### src/hdl/tcsb_pkg.sv
// Shared types and constants for the text cell sprite blitter.
package tcsb_pkg;

  // Cell word: character in the upper bits, attribute byte in the lower bits
  localparam int unsigned CHAR_W  = 16;
  localparam int unsigned COLOR_W = 8;
  localparam int unsigned WORD_W  = CHAR_W + COLOR_W;

  // Item op codes
  localparam logic [1:0] OP_BLIT  = 2'd0;
  localparam logic [1:0] OP_POINT = 2'd1;
  localparam logic [1:0] OP_READ  = 2'd2;

  // Render modes
  localparam logic [1:0] MODE_OPAQUE     = 2'd0;
  localparam logic [1:0] MODE_SKIP_PCT   = 2'd1;
  localparam logic [1:0] MODE_SKIP_SPACE = 2'd2;

  // Transparent character codes
  localparam logic [15:0] CHAR_PERCENT = 16'h0025;
  localparam logic [15:0] CHAR_SPACE   = 16'h0020;

  // Configuration register indexes
  localparam logic [2:0] CFG_DEST_WIDTH   = 3'd0;
  localparam logic [2:0] CFG_DEST_HEIGHT  = 3'd1;
  localparam logic [2:0] CFG_SOURCE_WIDTH = 3'd2;
  localparam logic [2:0] CFG_ORIGIN_X     = 3'd3;
  localparam logic [2:0] CFG_ORIGIN_Y     = 3'd4;
  localparam logic [2:0] CFG_RENDER_MODE  = 3'd5;
  localparam logic [2:0] CFG_FG_ONLY      = 3'd6;

  // Configuration reset values
  localparam logic [7:0]        RST_DEST_WIDTH   = 8'd80;
  localparam logic [6:0]        RST_DEST_HEIGHT  = 7'd25;
  localparam logic [7:0]        RST_SOURCE_WIDTH = 8'd1;
  localparam logic signed [8:0] RST_ORIGIN_X     = 9'sd1;
  localparam logic signed [8:0] RST_ORIGIN_Y     = 9'sd1;

  // What the back end does with a queued item
  typedef enum logic [1:0] {
    KIND_NOP,
    KIND_BLIT,
    KIND_POINT,
    KIND_READ
  } kind_t;

  // Classified item handed from the front end to the back end
  typedef struct packed {
    kind_t                kind;
    logic                 wr;
    logic                 clip;
    logic                 fg_only;
    logic [CHAR_W-1:0]    chr;
    logic [COLOR_W-1:0]   color;
  } cmd_t;

  // Result item
  typedef struct packed {
    logic                 clipped;
    logic                 written;
    logic [COLOR_W-1:0]   read_color;
    logic [CHAR_W-1:0]    read_char;
  } res_t;

endpackage

### src/hdl/tcsb_queue.sv
// Short FIFO between the front end and the back end.
module tcsb_queue import tcsb_pkg::*; #(
  parameter int WIDTH = 32,
  parameter int DEPTH = 4
) (
  input  logic             clk,
  input  logic             rst,
  input  logic             in_valid,
  output logic             in_ready,
  input  logic [WIDTH-1:0] in_data,
  output logic             out_valid,
  input  logic             out_ready,
  output logic [WIDTH-1:0] out_data
);

  localparam int PW = $clog2(DEPTH);

  logic [WIDTH-1:0] slots [DEPTH];
  logic [PW-1:0]    wr_ptr;
  logic [PW-1:0]    rd_ptr;
  logic [PW:0]      count;
  logic             push;
  logic             pop;

  assign in_ready  = (count != (PW+1)'(DEPTH));
  assign out_valid = (count != '0);
  assign out_data  = slots[rd_ptr];
  assign push      = in_valid && in_ready;
  assign pop       = out_valid && out_ready;

  // Storage
  always_ff @(posedge clk) begin
    if (push) begin
      slots[wr_ptr] <= in_data;
    end
  end

  // Pointers and fill level
  always_ff @(posedge clk) begin
    if (rst) begin
      wr_ptr <= '0;
      rd_ptr <= '0;
      count  <= '0;
    end else begin
      if (push) begin
        wr_ptr <= (wr_ptr == PW'(DEPTH - 1)) ? '0 : wr_ptr + 1'b1;
      end
      if (pop) begin
        rd_ptr <= (rd_ptr == PW'(DEPTH - 1)) ? '0 : rd_ptr + 1'b1;
      end
      case ({push, pop})
        2'b10:   count <= count + 1'b1;
        2'b01:   count <= count - 1'b1;
        default: count <= count;
      endcase
    end
  end

endmodule

### config.mk
export PLATFORM = sky130hd
export DESIGN_NAME = tcsb_queue
export DESIGN_NICKNAME = d
export VERILOG_FILES = /design/src/hdl/tcsb_pkg.sv /design/src/hdl/tcsb_queue.sv
export SDC_FILE = /design/constraint.sdc
export NUM_CORES = 1
export LEC_CHECK = 0
export BUFFER_PORTS_ARGS = -buffer_cell sky130_fd_sc_hd__buf_2
export CAP_MARGIN = 10
export CORE_ASPECT_RATIO = 1.75
export CORE_MARGIN = 4
export CORE_UTILIZATION = 51
export DETAILED_ROUTE_END_ITERATION = 7
export PLACE_DENSITY = 0.78
export SYNTH_ARGS = -nofsm -noshare
export SYNTH_HDL_FRONTEND = slang
export SYNTH_SLANG_ARGS = --single-unit
### constraint.sdc
create_clock -name clk -period 2.3 [get_ports clk]
set_input_delay 0.46 -clock clk [delete_from_list [all_inputs] [get_ports clk]]
set_output_delay 0.46 -clock clk [all_outputs]
set_load 0.005 [all_outputs]
# [Word-level counts from Yosys, hierarchy flattened]
# Memories as Yosys holds them, arrays and structs flattened. A register that Yosys moved wholly into a read port is not among the register bits.
# Index checks and enable logic that the tools add are counted.
[totals] register_bits=7 mem_bits_rw=128 in_bits=36 memories=1
[memory_table] memory="slots" words=4 width=32 rd=1 rd_clocked_by_memory_dff=1 write_ports=1 line_no="tcsb_queue.sv:18" text="logic [WIDTH-1:0] slots [DEPTH];"
[classes] add_sub_neg=4 eq_ne=5 muxes=7 n_reduce_logical=4
[ops] op="2-bit 2-to-1 mux" count=4
[ops] op="2-bit == test, second input constant" count=3
[ops] op="3-bit one-hot mux with 2 select lines" count=1
[ops] op="2-bit by 1-bit adder with 2-bit output, second input constant" count=2
[ops] op="3-bit by 1-bit adder with 3-bit output, second input constant" count=1
[ops] op="3-bit inequality test, second input constant" count=1
[ops] op="3-bit nonzero test" count=1
[ops] op="3-bit by 1-bit subtractor with 3-bit output, second input constant" count=1
[ops] op="2-bit by 1-bit == test with 1-bit output, second input constant" count=1
[ops] op="1-bit logical AND" count=2
[ops] op="1-bit 2-to-1 mux" count=2
[ops] op="2-bit nonzero test" count=1

# [Depth between registers and ports, before layout]
# Gate-level depths: netlist of the first run.
[logic_depth] depth_word=4 depth_mapped=9 depth_no_buf=8

# [Worst setup path before layout of the first run]
# Ideal clock, no wire load.
[synth_path] kind="register to register" start="reg count[2]" end="reg count[2]" setup_time_ns=0.070 arrival_ns=2.179 t_required_ns=2.230 path_slack_ns=0.051 stages_incl_launch_ff=10 path_buffers=1 synth_period_minus_slack_ns=2.249 path_cell_list="dfxtp_1 > or3b_1 > buf_6 > nand2_2 > ha_1 > inv_1 > fa_1 > xor2_1 > or3_2 > a21oi_1"
[synth_between] elab_chain_len=4 elab_cells_between_ends=10 classes_between="add/sub (2); eq/ne (3); mux (1); reduce/logical (4)"
[synth_rtl] element="start: declaration" line_no="tcsb_queue.sv:21" text="logic [PW:0] count;"
[synth_rtl] element="start signal: assignment" line_no="tcsb_queue.sv:52" text="2'b10: count <= count + 1'b1;"
[synth_rtl] element="start signal: assignment" line_no="tcsb_queue.sv:53" text="2'b01: count <= count - 1'b1;"
[synth_rtl] element="start signal: assignment" line_no="tcsb_queue.sv:54" text="default: count <= count;"
[synth_rtl] element="3-bit inequality test (*)" line_no="tcsb_queue.sv:25" text="assign in_ready = (count != (PW+1)'(DEPTH));"
[synth_rtl] element="via in_ready" line_no="tcsb_queue.sv:9" text="output logic in_ready,"
[synth_rtl] element="1-bit logical AND (*)" line_no="tcsb_queue.sv:28" text="assign push = in_valid && in_ready;"
[synth_rtl] element="2-bit by 1-bit == test with 1-bit output / 2-bit == test (equally long branches)" line_no="tcsb_queue.sv:51" text="case ({push, pop})"
[synth_rtl] element="3-bit one-hot mux with 2 select lines / 2-bit nonzero test (equally long branches)"
# The timed path passes the listed nets; every way through them passes the cells marked *.
# A chain may end at the register's enable or synchronous reset.

# [Worst setup path in the final report of the first run]
[layout_path] start="reg count[2]" end="reg count[2]"
[layout_between] elab_chain_len=4 elab_cells_between_ends=10 classes_between="add/sub (2); eq/ne (3); mux (1); reduce/logical (4)"
[layout_rtl] element="3-bit inequality test / 3-bit nonzero test (equally long branches)" line_no="tcsb_queue.sv:25, tcsb_queue.sv:26"
[layout_rtl] element="1-bit logical AND, on equally long branches" line_no="tcsb_queue.sv:28, tcsb_queue.sv:29"
[layout_rtl] element="2-bit by 1-bit == test with 1-bit output / 2-bit == test (equally long branches)" line_no="tcsb_queue.sv:51"
[layout_rtl] element="3-bit one-hot mux with 2 select lines / 2-bit nonzero test (equally long branches)"
# Parallel ways exist; a longest one is shown, timed or not.

==> results.toml, run 1 <==
[outcome]
status = "finished, final reports clean"

[logic_synthesis]
synth_top_area_frac = 0.7535
yosysSeqAreaShare = 0.7888
ys_ff_latch = 137
syn_avg_cell_area_um2 = 23.29
ys_types = 26
synth_top_area_cell = "edfxtp_1"
synth_area_leaders = "edfxtp_1 75%, mux4_2 14%, dfxtp_1 3.5%"
netlist_area_um2 = 5101
synth_warnings = 0
syn_nets = 262
syn_inst = 219

[power]
p_leak_nw = 2.136
p_sw_mw = 1.629
switching_share = 0.2364
combPwrFrac = 0.190
power.density_nw_per_um2 = 1116
finalPower_mw = 6.893
p_int_mw = 5.263
max-vdd-ir-drop_uv = 728.8
clkPwrFrac = 0.360
sequentialPowerShare = 0.450

[global_routing]
grt_max_degree = 33
top_usage_layer = "met2"
grt_pass1_wl_um = 13490
grt_pass1_vias = 2584
antenna_found_initial = 1
use_met2 = 0.2673
grt_use_met1 = 0.1673
gr-total-overflow = 0
grt_use_met3 = 0.06828
track_usage = 0.1561

[timing]
setup_ws_ns = 0.04300
finClkSkew_ns = 0.003382
hold_viol = 0
setup_viol = 0
fmax_mhz = 443.1
final_max_slew_viol_count = 0
worstMarginPinSlew_ns = 0.8413
period_share = 0.9813
tns_ns = 0
fin_crit_ns = 2.257
max-slew-margin-rel = 0.4391

[detailed_routing]
drt_iter0_drc = 112
wirelength_um = 8404
ant_nets = 0
dr.pass1.iters = 4
avgRoutedWirePerCell_um = 19.10
num_vias = 2350
drc_errors = 0
via_per_inst = 5.341

[layout]
finalNetCount = 346
layout-drive-gt1-share = 0.4667
num-fill-cells = 720
fin_area_um2 = 6173
n_antenna_cell = 0
area_growth_pct = 21.02

[clock_tree]
cts_buffers = 17
post-cts-setup-buffers = 0
cts.clk_slew.worst_paths_ns = 0.05
clock_latency_ns = 0.41
cts_resized = 7
cts_hold_buf = 0
cts_tree = "yes"
clk_path_buf_depth = 2
cts_sinks = 137
htreeDepth = 4
cts_root_buf = "clkbuf_16"

[worst_setup_path]
path_max_fanout = 5
worstPathArrival_ns = 2.59
worstSetupPathType = "flop to flop"
crit_required_ns = 2.63
slowest_delay_ns = 0.43
slowest_stage = "or3_2"
crit_path_end_kind = "flop"
start_kind = "flop"
cp_cell_sequence = "or3b_4 -> nand2_4 -> ha_4 -> inv_1 -> fa_1 -> xor2_1 -> or3_2 -> a21oi_2"

[die]
rows = 48
core-area_um2 = 9849
fp.dieW_um = 83.60
start_util = 0.5179
die-area_um2 = 11730
ios = 70
die_height_um = 140.3

[placement]
portBuffers = 69
placed_cell_area_um2 = 5603
pre_cts_ws_ns = -0.05210
globalplace.congestion = 0.6865
dp_hpwl_um = 5186

[hold_path]
hp-class = "input port to flop"

[job]
maxCapViolCount = 0
## worst paths after layout
path,start,to,slack [ns],cells after the start
setup / recovery,count[2],count[2],0.04,8
hold / removal,in_data[29],slots[2][29],0.27,1
setup reg to reg,count[2],count[2],0.04,8
hold reg to reg,wr_ptr[1],wr_ptr[1],0.52,2
## cell type report
type	instances	area (um^2)	share of cell area
clock buffers	20	436.7	0.07073
well taps	125	156.4	0.02533
inverters	6	22.52	0.003648
multi-input cells	67	1026	0.1662
repair buffers	74	395.4	0.06405
clock inverters	11	106.4	0.01723
flip-flops and latches	137	4030	0.6528
## metal layers
layer / part of all wire / up-vias
li1: - / 1075
met1: 0.36 / 1199
met2: 0.56 / 59
met3: 0.065 / 15
met4: 0.017 / 2
met5: 0.00083 / -
## state kept, by name, indices dropped and copies added (netlist names), named ones only
register / flops
count: 3
rd_ptr: 2
slots: 128
wr_ptr: 2
## worst max-delay path: cells and delay by family, from the launching register on
kind / cells / cell delay [ns]
AND/OR/NAND/NOR: 3 / 0.95
XOR/XNOR: 1 / 0.17
buffers and inverters: 1 / 0.05
AO/OA/AOI/OAI: 1 / 0.15
flip-flops: 1 / 0.35
adder cells (fa/ha/maj): 2 / 0.53
## Yosys cell counts
library cell	instances
and3_2	3
edfxtp_1	128
ha_1	6
fa_1	1
buf_6	1
nand2b_1	2
or3b_1	1
nand2_1	1
buf_2	1
xor2_1	2
mux2i_1	2
a211o_1	1
o31ai_1	1
and3_1	1
inv_1	6
dfxtp_1	9
a21oi_1	3
or3_1	2
o21ai_0	1
buf_4	3
mux4_2	32
nor2_1	4
buf_1	4
or3_2	2
o21ai_2	1
nand2_2	1
## through the flow
step	hold WS [ns]	cells	utilization
finish	0.2659	440	0.6268
global route	0.2474	440	0.6268
CTS	0.2493	440	0.6258
detailed placement	0.4979	409	0.5689
global placement	0.4785	409	0.5689
floorplan	0.4634	219	-
## power groups by stage
stage	clock (mW)	combinational (mW)	sequential, mW
2_1_floorplan	0	0.841	3.11
3_3_place_gp	0	1.28	3.12
3_5_place_dp	0	1.31	3.14
4_1_cts	2.53	1.33	3.10
5_1_grt	2.64	1.45	3.13
6_report	2.48	1.31	3.10
## cell families (layout without fill, tap and decap cells)
kind of cell               Yosys count  in the layout  synth area share
adders and majority gates            7              7           0.01864
xor gates and xnor gates             2              2          0.003435
AOI/OAI and AO/OA                    7              7          0.008829
muxes                               34             34            0.1452
buffers and inverters               15            111           0.01496
and+or+nand+nor                     17             17           0.02011
DFF                                137            137            0.7888
## placed cells by master (no fill, tap or decap), drive strengths merged, types with 6 or more instances in the layout
cell type and instances:
buf 74, clkinv 7, ha 6, edfxtp 128
mux4 32, dfxtp 9, inv 6, clkbuf 20
Power figures use the tool's default switching activity.
==> run 2, diff against run 1 <==
--- a/config.mk
+++ b/config.mk
@@ -9,9 +9,9 @@
 export CAP_MARGIN = 10
 export CORE_ASPECT_RATIO = 1.75
 export CORE_MARGIN = 4
-export CORE_UTILIZATION = 51
+export CORE_UTILIZATION = 60
 export DETAILED_ROUTE_END_ITERATION = 7
-export PLACE_DENSITY = 0.78
+export PLACE_DENSITY = 0.86
 export SYNTH_ARGS = -nofsm -noshare
 export SYNTH_HDL_FRONTEND = slang
 export SYNTH_SLANG_ARGS = --single-unit
==> constraint.sdc (replaced) <==
create_clock -name clk -period 2.8 [get_ports clk]
set_input_delay 0.56 -clock clk [delete_from_list [all_inputs] [get_ports clk]]
set_output_delay 0.56 -clock clk [all_outputs]
set_load 0.005 [all_outputs]
==> run 2 against run 1 <==
  * Sequential share of layout area grew 0.26 points
  * Global-route usage up 4.2 points
  * Via count increased by 2.2%
  * Largest power group unchanged
  * Largest cell class unchanged
  * Maximum frequency decreased by 8.4%
  * Die area down 14%
  * First-iteration DRC count rose by 48%
  * Total power decreased by 18%
  * Clock power down 19%
  * Non-clock buffer count unchanged
  * Combinational power down 21%
  * Sequential power is 17% lower
==> results.toml, run 2 (same netlist as run 1, synthesis figures left out) <==
[clock_tree]
cts_hold_buf = 0
post-cts-setup-buffers = 0
cts_buffers = 17
cts.clk_slew.worst_paths_ns = 0.05
cts_root_buf = "clkbuf_16"
clock_latency_ns = 0.41
cts_tree = "yes"
cts_resized = 0
clk_path_buf_depth = 2
htreeDepth = 4
cts_sinks = 137

[timing]
rsz0062_at_grt = "no"
fin_crit_ns = 2.463
period_share = 0.8798
hold_viol = 0
fmax_mhz = 405.9
final_max_slew_viol_count = 0
worstMarginPinSlew_ns = 0.8520
max-slew-margin-rel = 0.4320
tns_ns = 0
finClkSkew_ns = 0.004134
setup_viol = 0

[power]
max-vdd-ir-drop_uv = 616.6
power.density_nw_per_um2 = 915.2
p_leak_nw = 2.140
finalPower_mw = 5.622

[layout]
final_common_cell = "edfxtp_1"
largest-register = "slots"
fin_area_um2 = 6143
finalNetCount = 346
layout-drive-gt1-share = 0.4476
largestRegisters = "slots x128, count x3"
area_growth_pct = 20.43
largest_reg_flops = 128
mostFrequentLayoutCells = "128 x edfxtp_1, 69 x buf_2, 32 x mux4_2"
num-fill-cells = 470
final_util = 0.7390
n_antenna_cell = 0

[worst_setup_path]
slowest_delay_ns = 0.47
r2r_cells = 8
worstPathArrival_ns = 2.80
cp_cell_sequence = "or3b_1 -> nand2_2 -> ha_1 -> inv_1 -> fa_1 -> xor2_1 -> or3_2 -> a21oi_1"
start_kind = "flop"
slowest_stage = "or3b_1"
crit_required_ns = 3.14
crit_path_end_kind = "flop"
path_max_fanout = 7
worstSetupPathType = "flop to flop"

[detailed_routing]
wirelength_um = 9066
ant_nets = 0
via_per_inst = 5.584
drt_iter0_drc = 166
num_vias = 2401
avgRoutedWirePerCell_um = 21.08
drc_errors = 0
dr.pass1.iters = 4

[outcome]
status = "finished, final reports clean"

[die]
fp.dieW_um = 77.70
core-area_um2 = 8313
die_height_um = 130.0
die-area_um2 = 10100
start_util = 0.6136
rows = 44
ios = 70

[global_routing]
grt_max_degree = 33
gr-total-overflow = 0
track_usage = 0.1984
grt_pass1_vias = 2624
antenna_found_initial = 0
grt_pass1_wl_um = 14090

[placement]
portBuffers = 69
placed_cell_area_um2 = 5603
dp_hpwl_um = 5502
globalplace.congestion = 0.7596

[hold_path]
hold_depth = 1
hp-class = "input port to flop"

[job]
maxCapViolCount = 0
run 2: cell count changes in the layout (fill, tap and decap cells not counted), moves of 2 or more:
cell      previous run  this run
dfxtp_1              4         7
dfxtp_2              5         2
clkbuf_1             3         1
clkinv_1             3         5
run 2: worst paths after layout:
| kind | startpoint | slack (ns) | endpoint |
|---|---|---|---|
| worst max-delay path | count[2] | 0.34 | count[2] |
| worst min register to register | rd_ptr[0] | 0.51 | flop |
| worst min-delay path | in_data[25] | 0.37 | slots[1][25] |
| worst max register to register | count[2] | 0.34 | count[2] |
run 2: where the power goes:
group          switching [mW]  total (mW)  internal [mW]
logic                   0.496        1.03          0.539
registers              0.0904        2.56           2.47
clock network           0.747        2.02           1.28
run 2: per-stage QoR:
| step | hold slack [ns] | worst slack, ns | instances |
|---|---|---|---|
| final | 0.3680 | 0.3365 | 430 |
| after global routing | 0.3558 | 0.2356 | 430 |
| after CTS | 0.3542 | 0.3548 | 430 |
| after detailed placement | 0.5017 | 0.3694 | 399 |
| after global placement | 0.4724 | 0.5285 | 399 |
| after floorplan | 0.4634 | 0.5514 | 219 |
run 2: critical path: cells and delay by family, from the launching register on:
kind	cells	cell delay, ns
XOR/XNOR	1	0.17
buffers and inverters	1	0.06
flip-flops	1	0.38
AO/OA/AOI/OAI	1	0.15
AND/OR/NAND/NOR	3	1.04
adder cells (fa/ha/maj)	2	0.57
run 2: routing by layer:
metal  vias up  global-route usage  share of wire
li1       1075                   -              -
met1      1248              0.2152           0.36
met2        69              0.3566           0.58
met3         9             0.06146          0.047
met4         0             0.08491          0.016
met5         -                   0              0
run 2: cell type report:
cell class                      count  area (um^2)  share of cell area
Timing Repair Buffer               74        407.9             0.06640
Clock inverter                     13        111.4             0.01813
Inverter                            6        22.52            0.003666
Sequential cell                   137         4026              0.6554
Multi-Input combinational cell     67         1002              0.1631
Clock buffer                       18        429.2             0.06986
Tap cell                          115        143.9             0.02342
