[config.mk]
export PLATFORM = sky130hd
export DESIGN_NAME = tcsb_front
export DESIGN_NICKNAME = d
export VERILOG_FILES = /design/src/hdl/tcsb_pkg.sv /design/src/hdl/tcsb_front.sv
export SDC_FILE = /design/constraint.sdc
export NUM_CORES = 1
export LEC_CHECK = 0
export BUFFER_PORTS_ARGS = -buffer_cell sky130_fd_sc_hd__buf_4
export CAP_MARGIN = 20
export CORE_ASPECT_RATIO = 0.8
export CORE_MARGIN = 3
export CORE_UTILIZATION = 52
export DETAILED_ROUTE_END_ITERATION = 10
export GPL_ROUTABILITY_DRIVEN = 0
export GPL_TIMING_DRIVEN = 0
export HOLD_SLACK_MARGIN = 0.06
export PLACE_DENSITY = 0.85
export SLEW_MARGIN = 20
export SYNTH_ARGS = -nofsm -noshare
export SYNTH_HDL_FRONTEND = slang
export SYNTH_SLANG_ARGS = --single-unit
[constraint.sdc]
create_clock -name clk -period 11.1 [get_ports clk]
set_input_delay 2.22 -clock clk [delete_from_list [all_inputs] [get_ports clk]]
set_output_delay 2.22 -clock clk [all_outputs]
set_load 0.01 [all_outputs]
[src/hdl/tcsb_pkg.sv]
// Shared types and constants for the text cell sprite blitter.
package tcsb_pkg;

  // Cell word: character in the upper bits, attribute byte in the lower bits
  localparam int unsigned CHAR_W  = 16;
  localparam int unsigned COLOR_W = 8;
  localparam int unsigned WORD_W  = CHAR_W + COLOR_W;

  // Item op codes
  localparam logic [1:0] OP_BLIT  = 2'd0;
  localparam logic [1:0] OP_POINT = 2'd1;
  localparam logic [1:0] OP_READ  = 2'd2;

  // Render modes
  localparam logic [1:0] MODE_OPAQUE     = 2'd0;
  localparam logic [1:0] MODE_SKIP_PCT   = 2'd1;
  localparam logic [1:0] MODE_SKIP_SPACE = 2'd2;

  // Transparent character codes
  localparam logic [15:0] CHAR_PERCENT = 16'h0025;
  localparam logic [15:0] CHAR_SPACE   = 16'h0020;

  // Configuration register indexes
  localparam logic [2:0] CFG_DEST_WIDTH   = 3'd0;
  localparam logic [2:0] CFG_DEST_HEIGHT  = 3'd1;
  localparam logic [2:0] CFG_SOURCE_WIDTH = 3'd2;
  localparam logic [2:0] CFG_ORIGIN_X     = 3'd3;
  localparam logic [2:0] CFG_ORIGIN_Y     = 3'd4;
  localparam logic [2:0] CFG_RENDER_MODE  = 3'd5;
  localparam logic [2:0] CFG_FG_ONLY      = 3'd6;

  // Configuration reset values
  localparam logic [7:0]        RST_DEST_WIDTH   = 8'd80;
  localparam logic [6:0]        RST_DEST_HEIGHT  = 7'd25;
  localparam logic [7:0]        RST_SOURCE_WIDTH = 8'd1;
  localparam logic signed [8:0] RST_ORIGIN_X     = 9'sd1;
  localparam logic signed [8:0] RST_ORIGIN_Y     = 9'sd1;

  // What the back end does with a queued item
  typedef enum logic [1:0] {
    KIND_NOP,
    KIND_BLIT,
    KIND_POINT,
    KIND_READ
  } kind_t;

  // Classified item handed from the front end to the back end
  typedef struct packed {
    kind_t                kind;
    logic                 wr;
    logic                 clip;
    logic                 fg_only;
    logic [CHAR_W-1:0]    chr;
    logic [COLOR_W-1:0]   color;
  } cmd_t;

  // Result item
  typedef struct packed {
    logic                 clipped;
    logic                 written;
    logic [COLOR_W-1:0]   read_color;
    logic [CHAR_W-1:0]    read_char;
  } res_t;

endpackage

[src/hdl/tcsb_front.sv]
// Front end: configuration registers, blit counters, placement and clipping.
module tcsb_front import tcsb_pkg::*; #(
  parameter int STORE_CELLS = 8192,
  parameter int MAX_COLUMNS = 128
) (
  input  logic                           clk,
  input  logic                           rst,
  // configuration
  input  logic                           cfg_we,
  input  logic [2:0]                     cfg_index,
  input  logic [8:0]                     cfg_data,
  // incoming items
  input  logic                           in_valid,
  output logic                           in_ready,
  input  logic [1:0]                     op,
  input  logic [CHAR_W-1:0]              cell_char,
  input  logic [COLOR_W-1:0]             cell_color,
  input  logic                           last_cell,
  input  logic signed [8:0]              point_x,
  input  logic signed [8:0]              point_y,
  input  logic [12:0]                    read_index,
  input  logic                           hold,
  // classified items toward the queue
  output logic                           q_valid,
  input  logic                           q_ready,
  output cmd_t                           q_cmd,
  output logic [$clog2(STORE_CELLS)-1:0] q_addr
);

  localparam int AW = $clog2(STORE_CELLS);
  localparam int CW = $clog2(MAX_COLUMNS);
  localparam int TW = ((CW > 9) ? CW : 9) + 2;

  logic [7:0]        dest_width;
  logic [6:0]        dest_height;
  logic [7:0]        source_width;
  logic signed [8:0] origin_x;
  logic signed [8:0] origin_y;
  logic [1:0]        render_mode;
  logic              foreground_only;

  logic [CW-1:0]     column;
  logic [7:0]        row;
  logic [CW-1:0]     column_next;
  logic [7:0]        row_next;

  logic [CW:0]          sw_eff;
  logic [CW:0]          col_inc;
  logic signed [TW-1:0] tx;
  logic signed [TW-1:0] ty;
  logic [TW-1:0]        ux;
  logic [TW-1:0]        uy;
  logic [7:0]           xm1;
  logic [6:0]           dy;
  logic [14:0]          prod;
  logic [15:0]          lin;
  logic                 on_screen;
  logic                 loc_ok;
  logic                 rd_ok;
  logic                 skip;
  logic                 fire;

  assign in_ready = q_ready && !hold;
  assign q_valid  = in_valid && !hold;
  assign fire     = in_valid && in_ready;

  // Configuration writes
  always_ff @(posedge clk) begin
    if (rst) begin
      dest_width      <= RST_DEST_WIDTH;
      dest_height     <= RST_DEST_HEIGHT;
      source_width    <= RST_SOURCE_WIDTH;
      origin_x        <= RST_ORIGIN_X;
      origin_y        <= RST_ORIGIN_Y;
      render_mode     <= MODE_OPAQUE;
      foreground_only <= 1'b0;
    end else if (cfg_we) begin
      case (cfg_index)
        CFG_DEST_WIDTH:   dest_width      <= cfg_data[7:0];
        CFG_DEST_HEIGHT:  dest_height     <= cfg_data[6:0];
        CFG_SOURCE_WIDTH: source_width    <= cfg_data[7:0];
        CFG_ORIGIN_X:     origin_x        <= $signed(cfg_data);
        CFG_ORIGIN_Y:     origin_y        <= $signed(cfg_data);
        CFG_RENDER_MODE:  render_mode     <= cfg_data[1:0];
        CFG_FG_ONLY:      foreground_only <= cfg_data[0];
        default:          ;
      endcase
    end
  end

  // Effective source width: zero acts as one, clamp to the column limit
  always_comb begin
    if (source_width == 8'd0) begin
      sw_eff = (CW+1)'(1);
    end else if (32'(source_width) > MAX_COLUMNS) begin
      sw_eff = (CW+1)'(MAX_COLUMNS);
    end else begin
      sw_eff = (CW+1)'(source_width);
    end
  end

  // Counter advance after each blit item
  assign col_inc = {1'b0, column} + 1'b1;

  always_comb begin
    column_next = column;
    row_next    = row;
    if (fire && (op == OP_BLIT)) begin
      if (last_cell) begin
        column_next = '0;
        row_next    = '0;
      end else if (col_inc >= sw_eff) begin
        column_next = '0;
        row_next    = (row == 8'd255) ? row : row + 1'b1;
      end else begin
        column_next = CW'(col_inc);
      end
    end
  end

  always_ff @(posedge clk) begin
    if (rst) begin
      column <= '0;
      row    <= '0;
    end else begin
      column <= column_next;
      row    <= row_next;
    end
  end

  // Target position: counters for a blit, the point fields otherwise
  always_comb begin
    if (op == OP_BLIT) begin
      tx = TW'(origin_x) + $signed(TW'(column));
      ty = TW'(origin_y) - $signed(TW'(row));
    end else begin
      tx = TW'(point_x);
      ty = TW'(point_y);
    end
  end

  // Clip against the destination and the store, then linear index
  assign ux        = $unsigned(tx);
  assign uy        = $unsigned(ty);
  assign on_screen = !tx[TW-1] && (ux != '0) && !ty[TW-1] && (uy != '0) &&
                     (ux <= TW'(dest_width)) && (uy <= TW'(dest_height));
  assign xm1       = 8'(ux - 1'b1);
  assign dy        = 7'(TW'(dest_height) - uy);
  assign prod      = 15'(dest_width) * 15'(dy);
  assign lin       = 16'(prod) + 16'(xm1);
  assign loc_ok    = on_screen && (32'(lin) < STORE_CELLS);
  assign rd_ok     = (32'(read_index) < STORE_CELLS);

  assign skip = ((render_mode == MODE_SKIP_PCT)   && (cell_char == CHAR_PERCENT)) ||
                ((render_mode == MODE_SKIP_SPACE) && (cell_char == CHAR_SPACE));

  // Classify the item for the back end
  always_comb begin
    q_cmd.kind    = KIND_NOP;
    q_cmd.wr      = 1'b0;
    q_cmd.clip    = 1'b0;
    q_cmd.fg_only = foreground_only;
    q_cmd.chr     = cell_char;
    q_cmd.color   = cell_color;
    q_addr        = AW'(lin);
    case (op)
      OP_BLIT: begin
        q_cmd.kind = KIND_BLIT;
        q_cmd.wr   = loc_ok && !skip;
        q_cmd.clip = !loc_ok;
      end
      OP_POINT: begin
        q_cmd.kind = KIND_POINT;
        q_cmd.wr   = loc_ok;
        q_cmd.clip = !loc_ok;
      end
      OP_READ: begin
        q_cmd.kind = KIND_READ;
        q_cmd.clip = !rd_ok;
        q_addr     = AW'(read_index);
      end
      default: begin
        q_cmd.kind = KIND_NOP;
      end
    endcase
  end

endmodule

Yosys cells after proc, flatten, opt, wreduce, memory -nomap -nowiden
Cells that the tools add are included.
Cells by class
  add/subtract/negate cells: 7
  $mul: 1
  div/mod/pow operators: 0
  $lt $le $gt $ge: 5
  eq/ne operators: 14
  shift-type cells: 0
  mux-type cells: 13
  bitwise operators: 0
  reduce and logical (&&, ||, !) cells: 34
Operator list (number)
  2-to-1 mux 8 bit: 5
  equality test 16 x 6 -> 1 bit, second input constant: 2
  2-to-1 mux 11 bit: 2
  nonzero test 11 bit: 2
  adder 15 x 8 -> 16 bit: 1
  less-than comparator 16 x 14 -> 1 bit, second input constant: 1
  multiplier 8 x 7 -> 15 bit: 1
  2-to-1 mux 7 bit: 2
  AND reduction 2 bit: 7
  logical AND 1 bit: 13
  2-to-1 mux 13 bit: 1
  <= comparator 11 x 7 -> 1 bit: 1
  <= comparator 11 x 8 -> 1 bit: 1
  adder 9 x 8 -> 10 bit: 1
  subtractor 9 x 9 -> 10 bit: 1
  equality test 3 bit, second input constant: 3
  adder 7 x 1 -> 8 bit, second input constant: 1
  adder 8 x 1 -> 8 bit, second input constant: 1
  equality test 8 bit, second input constant: 1
  >= comparator 8 bit: 1
  greater-than comparator 8 bit, second input constant: 1
  zero test 8 bit: 1
  subtractor 8 x 1 -> 8 bit, second input constant: 1
  subtractor 7 bit: 1
  other kinds (15): 22
Storage, ports and cells
  bits in registers: 59
  latch bits: 0
  RAM bits: 0
  memory bits (read-only): 0
  input bits: 76
  memories: 0

Longest topological paths before layout
Gate-level depths: netlist of the first run.
  depth in word-level cells: 11
  gate-level depth with buffers: 35
  gate-level depth less buffers: 32

Least setup slack after synthesis of the first run
Ideal clock, no wire load.
  kind: input to output
  start point: input op[0]
  end point: output q_cmd[26] in the netlist's numbering
  data arrival time: 9.210 ns
  required time: 8.880 ns
  slack: -0.330 ns
  stages on the path: 35
  buffers on the path: 3
  cell sequence: inv_1 > ha_1 > buf_2 > buf_2 > buf_1 > nor2_1 > a21o_1 > inv_1 > ha_1 > inv_1 > fa_1 > a21o_1 > a21oi_1 > nor2b_1 > a21oi_1 > o22ai_1 > xor2_1 > and2_1 > fa_1 > inv_1 > fa_1 > inv_1 > fa_1 > inv_1 > fa_1 > inv_1 > ha_1 > nand3_1 > nor2_1 > a21oi_2 > a21oi_1 > a211oi_1 > xnor2_1 > or4_1 > nor4_1
RTL lines
  start: declaration: line tcsb_front.sv:15  | input logic [1:0] op,
  end: declaration: line tcsb_front.sv:26  | output cmd_t q_cmd,

==> flow_summary.toml, run 1 <==
[finish]
most-common-layout-cells = "buf_4, nand2_1, inv_1, ha_1, dfxtp_1"
synthToLayoutAreaGrowth_pct = 26.1
design_area_um2 = 8530
drive_gt1_frac = 0.231
regArea_um2 = 1180
layout_commonest_cell = "buf_4"
nNetsFinal = 1200
multi_input_area_um2 = 5190
antenna_cells = 0
fillCellCount = 1000
fin_cells = 1172

[clock_network]
cts_buffer_depth = 2
cts_buffers = 9
cts_sinks = 59
ctsHoldBuffers = 0
clk_pin_slew_worst_paths_ns = 0.05
clock_latency_ns = 0.33
h-tree-depth = 3
cts_tree = "done"
root_buffer = "clkbuf_16"

[power_and_ir_drop]
power_w = 0.00107
pwr_density_cell_nw_per_um2 = 126
cellLeakagePower_nw = 3.92
max-vdd-ir-drop_mv = 0.0907

[die]
dieArea_um2 = 14400
initial_core_util = 0.544
dieWidth_um = 134
core_area_um2 = 12400
boundaryPins = 120
rows = 36
die_y_um = 108

[timing]
tightest_slew_ns = 0.709
rsz0062_at_grt = "yes"
fin_setup_tns_ns = 0
final_max_slew_viol_count = 0
max_slew_margin = 0.523
hold_viol_final = 0
period_minus_slack_ns = 11.06
setup_viol = 0
clock_skew_ns = 0.00582
fin_crit_sh = 0.996
setup_ws_ns = 0.0449
fmax_mhz = 90.5

[critical_path]
cp-end-kind = "output pin"
crit_required_ns = 8.88
r2r_start = "column[1]"
crit_top_cell = "a21oi_2"
r2r_setup_slack_ns = 7.62
endpoint = "q_cmd[25]"
arrival_ns = 8.84
path_class = "in -> out"
start_kind = "input pin"
slowest_stage = "fa_1"
r2r-end = "row[5]"
slowest_delay_ns = 0.56
path_max_fanout = 5
reg2reg_depth = 13
startpoint = "op[1]"

[synthesis]
synth_ff_type = "dfxtp_1"
synth_warnings = 0
synth-seq-cells = 59
netlist_area_um2 = 6760
ys_top_cells_by_area = "dfxtp_1, ha_1, fa_1"
ys_seq_area_frac = 0.175
syn_avg_cell_area_um2 = 7.88
synthArstFlopShare = 0
synth_top_area_cell = "dfxtp_1"
synth_fp_nets = 1062
synth_cell_types = 58
synth_top_area_share = 0.175
synth_cells = 858
synth_edf_count = 0

[placed_design]
dp_hpwl_um = 13700
pre_cts_ws_ns = -1.06
postPlaceCellArea_um2 = 7830
dpl.cell_count = 1140
port-buffer-count = 111

[run_status]
status = "completed"

[drt]
drt_iter0_markers = 573
firstDrtPassIters = 5
vias_per_cell = 5.58
wl_per_cell_um = 15.6
ant_nets = 0
drt_wl_total_um = 18300
drc = 0
vias = 6537

[global_routing]
track_usage = 0.251
grt_pass1_vias = 6219
grt_first_pass_wirelength_um = 29600
grt_max_degree = 18
antenna_found_initial = 0
overflow = 0

[min_path]
min_path_type = "reg -> reg"

[run]
drv_cap = 0
worst max-delay path, delay by kind of cell:
family	cells	cell delay (ns)
adder cells (fa/ha/maj)	8	2.95
AND/OR/NAND/NOR	5	0.89
buffers and inverters	10	0.89
AO/OA/AOI/OAI	10	1.62
XOR/XNOR	2	0.27
cell type report:
class | instances | share of cell area
flip-flops and latches | 59 | 0.138
inverters | 100 | 0.0446
clock buffers | 10 | 0.0268
clock inverters | 6 | 0.00763
repair buffers | 128 | 0.114
plain buffers | 43 | 0.0343
well taps | 171 | 0.0251
multi-input cells | 655 | 0.609
per-layer routing:
| metal | GRT usage | wire length (um) | up-vias |
|---|---|---|---|
| met1 | 0.360 | 8170 | 3095 |
| met5 | 0 | 0 | - |
| met4 | 0.0463 | 249 | 0 |
| met2 | 0.399 | 8250 | 266 |
| met3 | 0.0526 | 1650 | 27 |
| li1 | - | - | 3149 |
synth_stat cells (3+ instances only):
cell        n
nand2_1   115
inv_1     100
ha_1       88
a21oi_1    65
dfxtp_1    59
nor2_1     51
fa_1       40
and2_1     38
buf_4      25
o21ai_0    25
xnor2_1    25
nand3_1    21
nor3_1     18
clkbuf_1   16
xor2_1     16
a21o_1     15
nor2b_1    15
mux2i_1    10
nor4_1     10
a211oi_1    9
nand4_1     9
o21a_1      7
or3_1       7
mux2_2      6
nand2b_1    6
and3_1      5
nand3b_1    4
o22ai_1     4
or4_1       4
a311o_1     3
a31oi_1     3
nor4b_1     3
o31ai_1     3
stage by stage:
step	util	hold WS [ns]
finish	0.686	0.473
global route	0.686	0.488
CTS	0.680	0.472
detailed placement	0.630	0.462
global placement	0.630	0.450
floorplan	-	0.441
sequential cells by signal, summed over array words and instances (netlist names):
signal and flops:
origin_x 9, origin_y 9, dest_width 8, row 8, source_width 8, column 7
dest_height 7, render_mode 2, foreground_only 1
how the worst min path moves through the flow:
stage / endpoint / start / slack [ns] / depth (start not counted)
3_3_place_gp: origin_y[4] / origin_y[4] / 0.45 / 2
6_report: origin_y[2] / origin_y[2] / 0.47 / 2
2_1_floorplan: origin_x[2] / origin_x[2] / 0.44 / 2
5_1_grt: origin_y[2] / origin_y[2] / 0.49 / 2
3_5_place_dp: origin_x[4] / origin_x[4] / 0.46 / 2
4_1_cts: origin_y[7] / origin_y[7] / 0.47 / 2
cells by family (layout without fill, tap and decap cells):
family | count (synthesis) | count (layout) | share of synthesized area
buffers and inverters | 144 | 287 | 0.0942
xor gates and xnor gates | 41 | 41 | 0.0531
DFF | 59 | 59 | 0.175
adders and majority gates | 128 | 128 | 0.281
muxes | 16 | 16 | 0.0248
AOI/OAI and AO/OA | 157 | 157 | 0.146
and+or+nand+nor | 313 | 313 | 0.226
where the power goes:
part / internal, W / leakage [nW] / total, W / switching [W]
clock network: 0.000174 / 0.143 / 0.000275 / 0.000101
registers: 0.000216 / 0.477 / 0.000220 / 0.00000436
logic: 0.000281 / 3.30 / 0.000575 / 0.000294
what timing repair did:
action,CTS,global route
endpoints found under the setup margin,8,2
setup buffers,16,1
pin swaps,34,25
resized for setup,47,17
Power figures use the tool's default switching activity.
==> inputs of run 2 (changes only) <==
==> constraint.sdc (replaced) <==
create_clock -name clk -period 11.1 [get_ports clk]
set_input_delay 0.555 -clock clk [delete_from_list [all_inputs] [get_ports clk]]
set_output_delay 0.555 -clock clk [all_outputs]
set_load 0.01 [all_outputs]
==> run 2 against run 1 <==
  * Flip-flop and latch count is the same
  * Fmax grew 17%
  * Via count shrank 2.8%
  * Setup slack gained 1.6 ns
  * Largest power group unchanged
  * Critical endpoint unchanged
  * Design area shrank 4.9%
==> flow_summary.toml, run 2 (same netlist as run 1, synthesis figures left out) <==
[global_routing]
grt_max_degree = 13
overflow = 0
antenna_found_initial = 0
grt_first_pass_wirelength_um = 28200
grt_pass1_vias = 6028
track_usage = 0.238

[power_and_ir_drop]
power.share.clock = 0.298
power_frac_comb = 0.468
max-vdd-ir-drop_mv = 0.110
p_int_w = 0.000593
seq_power_share = 0.234
netSwitchingPower_w = 0.000346
switching_share = 0.369
pwr_density_cell_nw_per_um2 = 116
cellLeakagePower_nw = 3.81

[clock_network]
clock_latency_ns = 0.33
cts_tree = "done"
cts_buffer_depth = 2
ctsResizeCount = 0
cts_setup_buffers = 0
root_buffer = "clkbuf_16"
cts_sinks = 59
clk_pin_slew_worst_paths_ns = 0.06
cts_buffers = 9
h-tree-depth = 3
ctsHoldBuffers = 0

[critical_path]
start_kind = "input pin"
slowest_delay_ns = 0.64
crit_required_ns = 10.55
slowest_stage = "buf_1"
path_class = "in -> out"
path_delay_family = "adder cells"
cp-end-kind = "output pin"
crit_top_cell = "inv_1"
cp_num_buf_inv = 11
arrival_ns = 8.92
path_max_fanout = 10

[timing]
hold_viol_final = 0
rsz0062_at_grt = "no"
fin_crit_sh = 0.853
clock_skew_ns = 0.0101
setup_ws_ns = 1.63
fmax_mhz = 106
tightest_slew_ns = 0.801
whs_ns = 0.469
fin_setup_tns_ns = 0
max_slew_margin = 0.466
final_max_slew_viol_count = 0
setup_viol = 0
period_minus_slack_ns = 9.47

[finish]
most-common-layout-cells = "buf_4, nand2_1, inv_1, ha_1, a21oi_1"
nNetsFinal = 1184
top_regs = "origin_x x9, origin_y x9"
antenna_cells = 0
layout_commonest_cell = "buf_4"
fillCellCount = 1036
drive_gt1_frac = 0.172
regArea_um2 = 1180
synthToLayoutAreaGrowth_pct = 20.0
multi_input_area_um2 = 4940

[drt]
drc = 0
firstDrtPassIters = 5
ant_nets = 0
wl_per_cell_um = 14.7
vias = 6352
vias_per_cell = 5.49
drt_wl_total_um = 17000
drt_iter0_markers = 614

[run]
drv_cap = 0

[placed_design]
dp_hpwl_um = 13600
pre_cts_ws_ns = 1.72
port-buffer-count = 111

[die]
core_area_um2 = 12400
dieArea_um2 = 14400
boundaryPins = 120
dieWidth_um = 134
die_y_um = 108
initial_core_util = 0.544
rows = 36

[run_status]
status = "completed"

[min_path]
min_path_type = "reg -> reg"
-- run 2: cell count changes in the layout (fill, tap and decap cells not counted), moves of 3 or more --
cell / delta
buf_4: -13
a21oi_2: -8
ha_4: -8
and2_4: -3
a21oi_1: +8
ha_1: +9
inv_2: -6
buf_6: -4
and2_1: +3
inv_1: +8
-- run 2: layout make-up --
class,instances,area share
sequential,59,0.146
inverter,100,0.0463
timing repair buffer,111,0.103
tap,171,0.0264
multi-input combinational,655,0.610
clock inverter,7,0.00956
clock buffer,9,0.0278
buffer,44,0.0322
-- run 2: power by group through the flow --
stage | Clock, W | Sequential, W | Combinational, W
floorplan | 0 | 0.000223 | 0.000299
global placement | 0 | 0.000224 | 0.000429
detailed placement | 0 | 0.000224 | 0.000438
CTS | 0.000282 | 0.000220 | 0.000443
global route | 0.000292 | 0.000220 | 0.000500
finish | 0.000280 | 0.000220 | 0.000439
-- run 2: worst paths after layout --
check	startpoint	end	slack, ns	cells past startpoint
max	op[0]	q_cmd[25]	1.63	36
min	origin_y[6]	origin_y[6]	0.47	2
max reg2reg	column[0]	row[1]	7.63	13
min reg2reg	origin_y[6]	origin_y[6]	0.47	2
-- run 2: per-layer routing --
| metal | wire length (um) | vias to the layer above | GRT usage |
|---|---|---|---|
| met5 | 0 | - | 0 |
| met1 | 7890 | 2941 | 0.351 |
| li1 | - | 3113 | - |
| met2 | 7220 | 264 | 0.363 |
| met3 | 1590 | 34 | 0.0433 |
| met4 | 271 | 0 | 0.0587 |
-- run 2: stage by stage --
step | total power [W] | utilization | cells | instance area, um^2
after global routing | 0.00101 | 0.653 | 1156 | 8110
after global placement | 0.000653 | 0.628 | 1140 | 7810
after CTS | 0.000944 | 0.653 | 1156 | 8110
final | 0.000939 | 0.653 | 1156 | 8110
after floorplan | 0.000522 | - | 858 | 6760
after detailed placement | 0.000663 | 0.628 | 1140 | 7810
-- run 2: worst register-to-register path: stages, from the launching register on --
cell and delay [ns]:
dfxtp_1 0.48, ha_1 0.32, inv_1 0.08, or3_1 0.37, xnor2_1 0.15, ha_1 0.34
nand2_1 0.07, nor2_1 0.05, a211oi_1 0.19, o21ai_0 0.13, a211oi_2 0.62, or3_1 0.31
or3b_2 0.15, a21oi_1 0.06
==> inputs of run 3 (changes only) <==
--- a/config.mk
+++ b/config.mk
@@ -9,12 +9,12 @@
 export CAP_MARGIN = 20
 export CORE_ASPECT_RATIO = 0.8
 export CORE_MARGIN = 3
-export CORE_UTILIZATION = 52
+export CORE_UTILIZATION = 40
 export DETAILED_ROUTE_END_ITERATION = 10
 export GPL_ROUTABILITY_DRIVEN = 0
 export GPL_TIMING_DRIVEN = 0
 export HOLD_SLACK_MARGIN = 0.06
-export PLACE_DENSITY = 0.85
+export PLACE_DENSITY = 0.7
 export SLEW_MARGIN = 20
 export SYNTH_ARGS = -nofsm -noshare
 export SYNTH_HDL_FRONTEND = slang
==> run 3 against run 2 <==
  * Design area increased by 0.42%
  * Flip-flop and latch count is the same
  * Via count is 1.8% lower
  * Non-clock buffer count unchanged
  * Global-route usage decreased by 4.6 points
  * Highest routed layer unchanged
==> flow_summary.toml, run 3 (same netlist as run 1, synthesis figures left out) <==
[timing]
tightest_slew_ns = 0.744
fin_setup_tns_ns = 0
hold_viol_final = 0
setup_viol = 0
period_minus_slack_ns = 9.48
final_max_slew_viol_count = 0
whs_ns = 0.465
clock_skew_ns = 0.00422
max_slew_margin = 0.500
rsz0062_at_grt = "no"
fin_crit_sh = 0.854
fmax_mhz = 105

[drt]
firstDrtPassIters = 5
vias_per_cell = 5.20
drc = 0
ant_nets = 0
drt_wl_total_um = 17300
vias = 6239
drt_iter0_markers = 408
wl_per_cell_um = 14.5

[critical_path]
arrival_ns = 8.92
endpoint = "q_cmd[25]"
slowest_delay_ns = 0.61
reg2reg_depth = 13
crit_top_cell = "inv_1"
crit_required_ns = 10.55
start_kind = "input pin"
r2r_start = "column[1]"
startpoint = "op[0]"
r2r_setup_slack_ns = 7.63
path_max_fanout = 10
path_class = "in -> out"
slowest_stage = "buf_1"
r2r-end = "row[5]"
cp-end-kind = "output pin"

[finish]
fin_util = 0.504
nNetsFinal = 1184
most-common-layout-cells = "buf_4, nand2_1, inv_1, ha_1, a21oi_1"
drive_gt1_frac = 0.169
multi_input_area_um2 = 4940
synthToLayoutAreaGrowth_pct = 20.5
antenna_cells = 0
fillCellCount = 1590
regArea_um2 = 1180
layout_commonest_cell = "buf_4"
top_regs = "origin_x x9, origin_y x9"

[clock_network]
h-tree-depth = 3
root_buffer = "clkbuf_16"
ctsResizeCount = 0
ctsHoldBuffers = 0
cts_buffers = 9
cts_setup_buffers = 0
cts_buffer_depth = 2
cts_tree = "done"
clk_pin_slew_worst_paths_ns = 0.05
clock_latency_ns = 0.32
cts_sinks = 59

[run_status]
status = "completed"

[min_path]
min_path_type = "reg -> reg"
hold_depth = 2

[die]
boundaryPins = 120
rows = 41
core_area_um2 = 16200
initial_core_util = 0.419
dieWidth_um = 151
die_y_um = 122
dieArea_um2 = 18500

[power_and_ir_drop]
pwr_density_cell_nw_per_um2 = 113
max-vdd-ir-drop_mv = 0.0800
cellLeakagePower_nw = 3.80

[placed_design]
port-buffer-count = 111
dp_hpwl_um = 14200

[global_routing]
overflow = 0
antenna_found_initial = 0
grt_pass1_vias = 5888
grt_first_pass_wirelength_um = 28600
grt_max_degree = 11
track_usage = 0.192

[run]
drv_cap = 0
==> run 3: changes by cell type in the layout (fill, tap and decap cells not counted) <==
cell,change
clkinv_4,-3
inv_6,-1
clkbuf_1,+2
clkbuf_8,+3
clkinv_2,-1
bufinv_16,-1
==> run 3: routing by layer <==
layer,vias to the layer above,track usage,share of wire
li1,3115,-,-
met1,2910,0.292,0.50
met2,208,0.284,0.41
met3,6,0.0432,0.087
met4,0,0.0266,0.0045
met5,-,0,0
==> run 3: where the power goes <==
| group | internal [W] | switching [W] |
|---|---|---|
| clock network | 0.000168 | 0.0000919 |
| logic | 0.000203 | 0.000239 |
| registers | 0.000216 | 0.00000428 |
| total | 0.000587 | 0.000335 |
==> run 3: through the flow <==
stage               power [W]  setup WS [ns]  instances  area [um^2]
finish               0.000922           1.62       1199         8150
global route         0.000994           1.05       1199         8150
CTS                  0.000930           1.65       1199         8150
detailed placement   0.000666           1.68       1184         7870
global placement     0.000659           1.79       1184         7870
floorplan            0.000522           3.00        858         6760
==> run 3: area by class of cell <==
type	instances	share of cell area
inverters	100	0.0461
repair buffers	111	0.102
well taps	215	0.0330
multi-input cells	655	0.607
clock buffers	14	0.0336
clock inverters	1	0.000922
plain buffers	44	0.0321
flip-flops and latches	59	0.145
==> run 3: how the worst min path moves through the flow <==
stage / startpoint / to / slack (ns)
after floorplan: origin_x[2] / origin_x[2] / 0.44
after global placement: origin_y[7] / origin_y[7] / 0.45
after detailed placement: origin_y[0] / origin_y[0] / 0.46
after CTS: origin_y[5] / origin_y[5] / 0.47
after global routing: source_width[1] / source_width[1] / 0.49
final: origin_y[2] / origin_y[2] / 0.47
==> run 3: worst max-delay path, delay by kind of cell <==
kind,cells,cell delay [ns]
compound gates,10,1.83
simple gates,5,1.01
buf+inv,11,1.74
fa+ha+maj,8,3.19
xor+xnor,2,0.58
